<file path="src/rtl/tsrl_pkg.sv">
package tsrl_pkg;

  localparam int TABLE_ENTRIES_DEF      = 16;
  localparam int TIME_FRACTION_BITS_DEF = 4;

  // Quotient bits produced by the ramp divider; the ramp offset never exceeds 16 bits.
  localparam int DIV_STEPS  = 16;
  localparam int DIV_CNT_W  = $clog2(DIV_STEPS);

  localparam logic OP_WRITE = 1'b0;
  localparam logic OP_QUERY = 1'b1;

  typedef struct packed {
    logic              op;
    logic [3:0]        entry_index;
    logic              entry_valid;
    logic [10:0]       start_minute;
    logic              ramped;
    logic signed [15:0] start_temp;
    logic signed [15:0] end_temp;
    logic [10:0]       ramp_minutes;
    logic [14:0]       now_time;
  } in_t;

  typedef struct packed {
    logic              found;
    logic signed [15:0] temperature;
  } out_t;

  // One stored schedule entry; the valid bit lives apart in flip-flops.
  typedef struct packed {
    logic [10:0]       start_minute;
    logic              ramped;
    logic signed [15:0] start_temp;
    logic signed [15:0] end_temp;
    logic [10:0]       ramp_minutes;
  } entry_t;

  typedef struct packed {
    logic wr_entry;
    logic start_query;
    logic scan_step;
    logic eval;
    logic mul;
    logic div_step;
    logic finish;
    logic load_out;
  } cmd_t;

  typedef struct packed {
    logic scan_last;
    logic simple;
    logic div_last;
    logic out_free;
  } sts_t;

endpackage

</file>
<file path="src/rtl/timed_setpoint_ramp_lookup.sv">
// Daily setpoint schedule with linear ramps. A write request (op = write) stores one
// schedule entry in the slot given by entry_index; it yields no result, and a slot
// at or beyond TABLE_ENTRIES is dropped. A query request (op = query) gives the
// time of day in units of 2^-TIME_FRACTION_BITS minute and yields exactly one
// result: the entry with the latest start minute not after the query minute
// (lowest slot on a tie), its fixed temperature, or its ramp value interpolated
// and truncated toward zero, or found = 0 with temperature 0 when nothing applies.
// Requests are taken one at a time. A query walks the table one slot per cycle
// through the entry memory's single read port; a ramp still in progress also goes
// through a 16-step restoring divider. The result sits in an output register, so
// the next request is taken while it waits.
// All entries read as invalid after reset; no clearing pass is needed.
module timed_setpoint_ramp_lookup
  import tsrl_pkg::*;
#(
  parameter int TABLE_ENTRIES      = TABLE_ENTRIES_DEF,
  parameter int TIME_FRACTION_BITS = TIME_FRACTION_BITS_DEF
) (
  input  logic clk,
  input  logic rst_n,
  input  logic in_valid,
  output logic in_ready,
  input  in_t  in_data,
  output logic out_valid,
  input  logic out_ready,
  output out_t out_data
);

  cmd_t cmd;
  sts_t sts;

  // Sequence the scan, ramp evaluation, divide and result hand-off
  tsrl_ctrl u_ctrl (
    .clk      (clk),
    .rst_n    (rst_n),
    .in_valid (in_valid),
    .in_op    (in_data.op),
    .in_ready (in_ready),
    .sts      (sts),
    .cmd      (cmd)
  );

  // Hold the table, best-match search, multiplier, divider and output register
  tsrl_dp #(
    .TABLE_ENTRIES      (TABLE_ENTRIES),
    .TIME_FRACTION_BITS (TIME_FRACTION_BITS)
  ) u_dp (
    .clk       (clk),
    .rst_n     (rst_n),
    .in_data   (in_data),
    .cmd       (cmd),
    .sts       (sts),
    .out_ready (out_ready),
    .out_valid (out_valid),
    .out_data  (out_data)
  );

endmodule

</file>
<file path="src/rtl/tsrl_ctrl.sv">
module tsrl_ctrl
  import tsrl_pkg::*;
(
  input  logic clk,
  input  logic rst_n,
  input  logic in_valid,
  input  logic in_op,
  output logic in_ready,
  input  sts_t sts,
  output cmd_t cmd
);

  typedef enum logic [7:0] {
    S_IDLE  = 8'b0000_0001,
    S_SCAN  = 8'b0000_0010,
    S_DRAIN = 8'b0000_0100,
    S_EVAL  = 8'b0000_1000,
    S_MUL   = 8'b0001_0000,
    S_DIV   = 8'b0010_0000,
    S_FIN   = 8'b0100_0000,
    S_DONE  = 8'b1000_0000
  } state_t;

  state_t state_r, state_nxt;
  logic   accept;

  assign in_ready = (state_r == S_IDLE);
  assign accept   = in_valid && in_ready;

  always_comb begin
    state_nxt = state_r;
    cmd       = '0;
    unique case (state_r)
      S_IDLE: begin
        if (accept && in_op == OP_WRITE) begin
          cmd.wr_entry = 1'b1;
        end else if (accept && in_op == OP_QUERY) begin
          cmd.start_query = 1'b1;
          state_nxt       = S_SCAN;
        end
      end
      S_SCAN: begin
        cmd.scan_step = 1'b1;
        if (sts.scan_last) state_nxt = S_DRAIN;
      end
      S_DRAIN: begin
        state_nxt = S_EVAL;
      end
      S_EVAL: begin
        cmd.eval  = 1'b1;
        state_nxt = sts.simple ? S_DONE : S_MUL;
      end
      S_MUL: begin
        cmd.mul   = 1'b1;
        state_nxt = S_DIV;
      end
      S_DIV: begin
        cmd.div_step = 1'b1;
        if (sts.div_last) state_nxt = S_FIN;
      end
      S_FIN: begin
        cmd.finish = 1'b1;
        state_nxt  = S_DONE;
      end
      S_DONE: begin
        if (sts.out_free) begin
          cmd.load_out = 1'b1;
          state_nxt    = S_IDLE;
        end
      end
      default: state_nxt = S_IDLE;
    endcase
  end

  always_ff @(posedge clk) begin
    if (!rst_n) state_r <= S_IDLE;
    else        state_r <= state_nxt;
  end

endmodule

</file>
<file path="src/rtl/tsrl_dp.sv">
module tsrl_dp
  import tsrl_pkg::*;
#(
  parameter int TABLE_ENTRIES      = TABLE_ENTRIES_DEF,
  parameter int TIME_FRACTION_BITS = TIME_FRACTION_BITS_DEF
) (
  input  logic clk,
  input  logic rst_n,
  input  in_t  in_data,
  input  cmd_t cmd,
  output sts_t sts,
  input  logic out_ready,
  output logic out_valid,
  output out_t out_data
);

  localparam int IDX_W = (TABLE_ENTRIES > 1) ? $clog2(TABLE_ENTRIES) : 1;

  // Table storage
  entry_t                   table_mem_r [TABLE_ENTRIES];
  logic [TABLE_ENTRIES-1:0] vld_r;
  logic [8:0]               wr_ext;
  logic [IDX_W-1:0]         wr_addr;
  logic                     wr_hit;
  entry_t                   wr_entry;

  // Scan
  logic [IDX_W-1:0] cnt_r;
  logic [14:0]      now_r;
  entry_t           rd_r;
  logic             rdv_r;
  logic             cmp_en_r;
  logic             have_r;
  entry_t           best_r;
  logic [14:0]      minute;
  logic             cand;

  // Evaluation
  logic [19:0]        sm_sh, now_ext, elapsed20, span20;
  logic               finished;
  logic signed [16:0] delta;
  logic [16:0]        absd17;
  logic [15:0]        absd_r;
  logic               neg_r;
  logic [14:0]        elapsed_r;
  logic [18:0]        span_r;
  logic [30:0]        prod;

  // Divider
  logic [18:0]          rem_r;
  logic [15:0]          q_r;
  logic [DIV_CNT_W-1:0] div_cnt_r;
  logic [19:0]          trial;
  logic                 ge;
  logic [19:0]          diff;
  logic [16:0]          qs;
  logic [16:0]          sum;

  // Result
  logic               res_found_r;
  logic signed [15:0] res_temp_r;
  logic               out_valid_r;
  out_t               out_data_r;

  assign wr_ext  = {5'd0, in_data.entry_index};
  assign wr_addr = wr_ext[IDX_W-1:0];
  assign wr_hit  = cmd.wr_entry && (wr_ext < 9'(TABLE_ENTRIES));

  assign wr_entry.start_minute = in_data.start_minute;
  assign wr_entry.ramped       = in_data.ramped;
  assign wr_entry.start_temp   = in_data.start_temp;
  assign wr_entry.end_temp     = in_data.end_temp;
  assign wr_entry.ramp_minutes = in_data.ramp_minutes;

  always_ff @(posedge clk) begin
    if (wr_hit) table_mem_r[wr_addr] <= wr_entry;
    rd_r <= table_mem_r[cnt_r];
  end

  always_ff @(posedge clk) begin
    if (!rst_n) begin
      vld_r <= '0;
    end else if (wr_hit) begin
      vld_r[wr_addr] <= in_data.entry_valid;
    end
  end

  // Candidate: valid, not after the query minute, strictly later than the best so far
  assign minute = now_r >> TIME_FRACTION_BITS;
  assign cand   = cmp_en_r && rdv_r && ({4'd0, rd_r.start_minute} <= minute) &&
                  (!have_r || rd_r.start_minute > best_r.start_minute);

  always_ff @(posedge clk) begin
    if (!rst_n) begin
      cmp_en_r <= 1'b0;
      have_r   <= 1'b0;
    end else begin
      cmp_en_r <= cmd.scan_step;
      if (cmd.start_query) have_r <= 1'b0;
      else if (cand)       have_r <= 1'b1;
    end
  end

  always_ff @(posedge clk) begin
    rdv_r <= vld_r[cnt_r];
    if (cmd.start_query) begin
      cnt_r <= '0;
      now_r <= in_data.now_time;
    end else if (cmd.scan_step) begin
      cnt_r <= cnt_r + 1'b1;
    end
    if (cand) best_r <= rd_r;
  end

  assign sm_sh     = 20'(best_r.start_minute) << TIME_FRACTION_BITS;
  assign now_ext   = 20'(now_r);
  assign elapsed20 = now_ext - sm_sh;
  assign span20    = 20'(best_r.ramp_minutes) << TIME_FRACTION_BITS;
  assign finished  = (elapsed20 >= span20);

  assign delta  = {best_r.end_temp[15], best_r.end_temp} -
                  {best_r.start_temp[15], best_r.start_temp};
  assign absd17 = delta[16] ? (17'd0 - delta) : delta;
  assign prod   = {15'd0, absd_r} * {16'd0, elapsed_r};

  assign trial = {rem_r, q_r[15]};
  assign ge    = (trial >= {1'b0, span_r});
  assign diff  = trial - {1'b0, span_r};

  assign qs  = neg_r ? (17'd0 - {1'b0, q_r}) : {1'b0, q_r};
  assign sum = {best_r.start_temp[15], best_r.start_temp} + qs;

  always_ff @(posedge clk) begin
    if (cmd.eval) begin
      res_found_r <= have_r;
      res_temp_r  <= have_r ? best_r.end_temp : 16'sd0;
      absd_r      <= absd17[15:0];
      neg_r       <= delta[16];
      elapsed_r   <= elapsed20[14:0];
      span_r      <= span20[18:0];
    end
    if (cmd.mul) begin
      rem_r     <= {4'd0, prod[30:16]};
      q_r       <= prod[15:0];
      div_cnt_r <= '0;
    end else if (cmd.div_step) begin
      rem_r     <= ge ? diff[18:0] : trial[18:0];
      q_r       <= {q_r[14:0], ge};
      div_cnt_r <= div_cnt_r + 1'b1;
    end
    if (cmd.finish) res_temp_r <= sum[15:0];
    if (cmd.load_out) begin
      out_data_r.found       <= res_found_r;
      out_data_r.temperature <= res_temp_r;
    end
  end

  always_ff @(posedge clk) begin
    if (!rst_n)             out_valid_r <= 1'b0;
    else if (cmd.load_out)  out_valid_r <= 1'b1;
    else if (out_ready)     out_valid_r <= 1'b0;
  end

  assign sts.scan_last = (cnt_r == IDX_W'(TABLE_ENTRIES - 1));
  assign sts.simple    = !have_r || !best_r.ramped || (best_r.ramp_minutes == 11'd0) ||
                         finished;
  assign sts.div_last  = (div_cnt_r == DIV_CNT_W'(DIV_STEPS - 1));
  assign sts.out_free  = !out_valid_r || out_ready;

  assign out_valid = out_valid_r;
  assign out_data  = out_data_r;

endmodule

</file>
<file path="config.mk">
export PLATFORM = sky130hd
export DESIGN_NAME = timed_setpoint_ramp_lookup
export DESIGN_NICKNAME = d
export VERILOG_FILES = /design/src/rtl/tsrl_pkg.sv /design/src/rtl/timed_setpoint_ramp_lookup.sv /design/src/rtl/tsrl_ctrl.sv /design/src/rtl/tsrl_dp.sv
export SDC_FILE = /design/constraint.sdc
export NUM_CORES = 2
export LEC_CHECK = 0
export BUFFER_PORTS_ARGS = -buffer_cell sky130_fd_sc_hd__buf_2
export CAP_MARGIN = 20
export CORE_ASPECT_RATIO = 1.25
export CORE_MARGIN = 3
export CORE_UTILIZATION = 57
export CTS_BUF_LIST = sky130_fd_sc_hd__clkbuf_16
export DETAILED_ROUTE_END_ITERATION = 6
export MAX_ROUTING_LAYER = met4
export PLACE_DENSITY = 0.76
export SETUP_SLACK_MARGIN = 0.4
export SYNTH_ARGS = -nofsm -noshare
export SYNTH_HDL_FRONTEND = slang
export SYNTH_SLANG_ARGS = --single-unit
</file>
<file path="constraint.sdc">
create_clock -name clk -period 5.7 [get_ports clk]
set_input_delay 0.855 -clock clk [delete_from_list [all_inputs] [get_ports clk]]
set_output_delay 0.855 -clock clk [all_outputs]
set_load 0.01 [all_outputs]
</file>
==> impl_metrics.env <==
export IMPL_yosysUniqueCellTypes=83
export IMPL_fmax_mhz=167
export IMPL_drv_slew=0
export IMPL_finalSetupTns_ns=-2.42
export IMPL_cp_max_fo=8
export IMPL_num_vias=30000
export IMPL_synth_top_area_frac=0.590
export IMPL_worstMarginPinSlew_ns=1.13
export IMPL_worst_ep_required_time_ns=6.13
export IMPL_p_per_area_nw_per_um2=277
export IMPL_rows=125
export IMPL_core_area_um2=93400
export IMPL_fin_skew_ns=0.0369
export IMPL_h_tree_depth=3
export IMPL_multi_input_area_um2=19200
export IMPL_clock_path_buffers=3
export IMPL_reg2reg_depth=23
export IMPL_place_ws_ns=-0.393
export IMPL_grt_pass1_wl_um=201000
export IMPL_ys_seq_elements=1153
export IMPL_period_share=1.05
export IMPL_layout_drive_gt1_share=0.232
export IMPL_min_path_type="primary input to flip-flop"
export IMPL_grtUsageTotal=0.288
export IMPL_maxSlewHeadroom=0.244
export IMPL_clock_latency_ns=0.69
export IMPL_start_util=0.577
export IMPL_clk_pin_slew_ns=0.07
export IMPL_grt_remaining_overflow=0
export IMPL_drv_cap=0
export IMPL_critPathKind="flip-flop to flip-flop"
export IMPL_crit_path_start="u_dp.elapsed_r[5]"
export IMPL_cts_sinks=1153
export IMPL_period_minus_slack_ns=5.97
export IMPL_final_hold_violation_count=0
export IMPL_layout_common_cells="1058 x edfxtp_1, 308 x inv_1, 280 x mux4_2"
export IMPL_synth_top_cell_by_area="edfxtp_1"
export IMPL_io_buffers=98
export IMPL_critPathLaunchType="flip-flop"
export IMPL_postLayoutSetupSlackWorst_ns=-0.273
export IMPL_synth_main_ff_cell="edfxtp_1"
export IMPL_netlist_area_um2=53800
export IMPL_fp_dieW_um=281
export IMPL_cts_tree="done"
export IMPL_synth_warning_count=0
export IMPL_die_h_um=350
export IMPL_wl_per_cell_um=27.6
export IMPL_die_area_um2=98200
export IMPL_wl_um=134000
export IMPL_synth_yosys_seq_area_share=0.625
export IMPL_dr_first_iter_drc_count=2658
export IMPL_num_io_pins=99
export IMPL_drtPass1Iterations=5
export IMPL_drc=0
export IMPL_ir_worst_vdd_uv=326
export IMPL_routabilityCongestion=0.939
export IMPL_regArea_um2=33700
export IMPL_netlist_instances=3275
export IMPL_synth_avg_cell_area_um2=16.4
export IMPL_syn_to_final_growth_pct=13.0
export IMPL_grt_pass1_vias=31700
export IMPL_status="finished with violations"
export IMPL_setup_violations=14
export IMPL_synth_area_top_cells="edfxtp_1 59%, mux4_2 12%, fa_1 6.8%"
export IMPL_synthArstFlopShare=0
export IMPL_rsz0062_at_grt="yes"
export IMPL_cp_end_kind="flip-flop"
export IMPL_timing_rr_start="u_dp.elapsed_r[5]"
export IMPL_viasPerCell=6.20
export IMPL_mappedNetlistNets=3724
export IMPL_cts_buffers=103
export IMPL_fillers=6209
export IMPL_worstPathArrival_ns=6.41
export IMPL_layout_nets=3984
export IMPL_p_leak_uw=0.0216
export IMPL_whs_path_depth=1
export IMPL_violations="negative setup slack"
export IMPL_hpwl_um=84000
export IMPL_cts_root_buf="clkbuf_16"
export IMPL_holdCritStartpoint="in_data[7]"
export IMPL_grt_max_degree=86
export IMPL_final_common_cell="edfxtp_1"
export IMPL_synth_edf_count=1058
export IMPL_ant_nets=0
export IMPL_antenna_found_initial=18
[through the flow]
step	total power [µW]	hold slack (ns)	instances	util	cell area, µm²
6_report	16800	0.347	4845	0.652	60900
3_3_place_gp	10200	0.387	4606	0.609	56900
2_1_floorplan	9960	0.386	3275	-	54000
3_5_place_dp	10200	0.389	4606	0.609	56900
5_1_grt	17300	0.325	4843	0.652	60900
4_1_cts	17000	0.308	4820	0.649	60600
[layout make-up]
type	count	area share
clock buffer	105	0.0432
timing repair buffer	279	0.0334
clock inverter	88	0.0110
tap	1206	0.0248
sequential	1153	0.554
inverter	300	0.0185
antenna	16	0.000658
multi-input combinational	1698	0.315
[cells in the mapped netlist (6+ instances only)]
cell type     n
a211oi_1     13
a21boi_0     18
a21o_1       18
a21oi_1      62
a31oi_1       8
and2_1      140
and3_1       10
buf_1        19
clkbuf_1    101
dfxtp_1      95
edfxtp_1   1058
fa_1        184
ha_1        185
inv_1       300
mux2i_1       6
mux4_2      280
nand2_1     208
nand2b_1     15
nand3_1      43
nand3b_1      8
nand4_1      16
nor2_1       71
nor2b_1      20
nor3_1       37
nor4_1        6
o211a_1       6
o211ai_1      9
o21a_1       21
o21ai_0      93
o21bai_1     13
o31ai_1      13
or3_1        10
xnor2_1      63
xor2_1       32
[critical path, stage by stage (launching register included)]
cell	delay, ns
edfxtp_1	0.52
and2_4	0.22
fa_1	0.52
inv_1	0.05
fa_1	0.52
inv_1	0.05
fa_1	0.48
inv_1	0.05
fa_1	0.48
inv_1	0.05
fa_1	0.49
inv_2	0.04
fa_1	0.52
inv_2	0.05
ha_4	0.27
nand3_2	0.06
o211a_1	0.24
o21ai_4	0.12
a41oi_2	0.18
buf_4	0.17
o211ai_1	0.22
nand2_1	0.10
xnor2_1	0.14
o21a_1	0.17
[flip-flops by register name, summed over array words and instances, names as in the netlist, 4 cells and up]
register          cells
u_dp.now_r           15
u_dp.best_r          55
u_dp.cnt_r            4
u_dp.span_r          11
u_dp.res_temp_r      16
u_dp.out_data        17
u_ctrl.state_r        8
u_dp.q_r             16
u_dp.vld_r           16
u_dp.absd_r          16
u_dp.elapsed_r       15
u_dp.rem_r           19
u_dp.div_cnt_r        4
u_dp.rd_r            55
u_dp.table_mem_r    880
[what timing repair did]
action,in CTS,in global routing
setup endpoints to repair,21,22
resized for setup,62,42
gates cloned,0,0
hold buffers,0,0
pin swaps,47,32
buffers inserted,21,8
[kinds of logic (layout without fill, tap and decap cells)]
kind of cell / after synthesis / after routing / share of synthesized area
flip-flops: 1153 / 1153 / 0.625
AND/OR/NAND/NOR: 619 / 619 / 0.0589
buffers and inverters: 424 / 772 / 0.0297
adder cells (fa/ha/maj): 369 / 369 / 0.111
AO/OA/AOI/OAI: 329 / 329 / 0.0409
multiplexers: 286 / 286 / 0.118
XOR/XNOR: 95 / 95 / 0.0155
other: 0 / 16 / 0
[per-layer routing]
metal  vias up  global-route usage  routed length (µm)
li1      12800                   -                   -
met1     15600               0.347               48100
met2      1279               0.490               71000
met3       311              0.0345                7950
met4         0               0.134                6500
met5         -                   -                   0
[power by group]
part           switching [µW]  internal (µW)
Combinational             360            323
Sequential               69.6           9300
Clock                    3040           3760
Total                    3470          13400
[worst paths after layout]
check / slack (ns) / endpoint
worst max register to register: -0.27 / u_dp.rem_r[10]
worst max-delay path: -0.27 / u_dp.rem_r[10]
worst min register to register: 0.40 / u_dp.best_r[10]
worst min-delay path: 0.35 / u_dp.now_r[7]
Note: power is estimated with default switching activity, not from simulation.
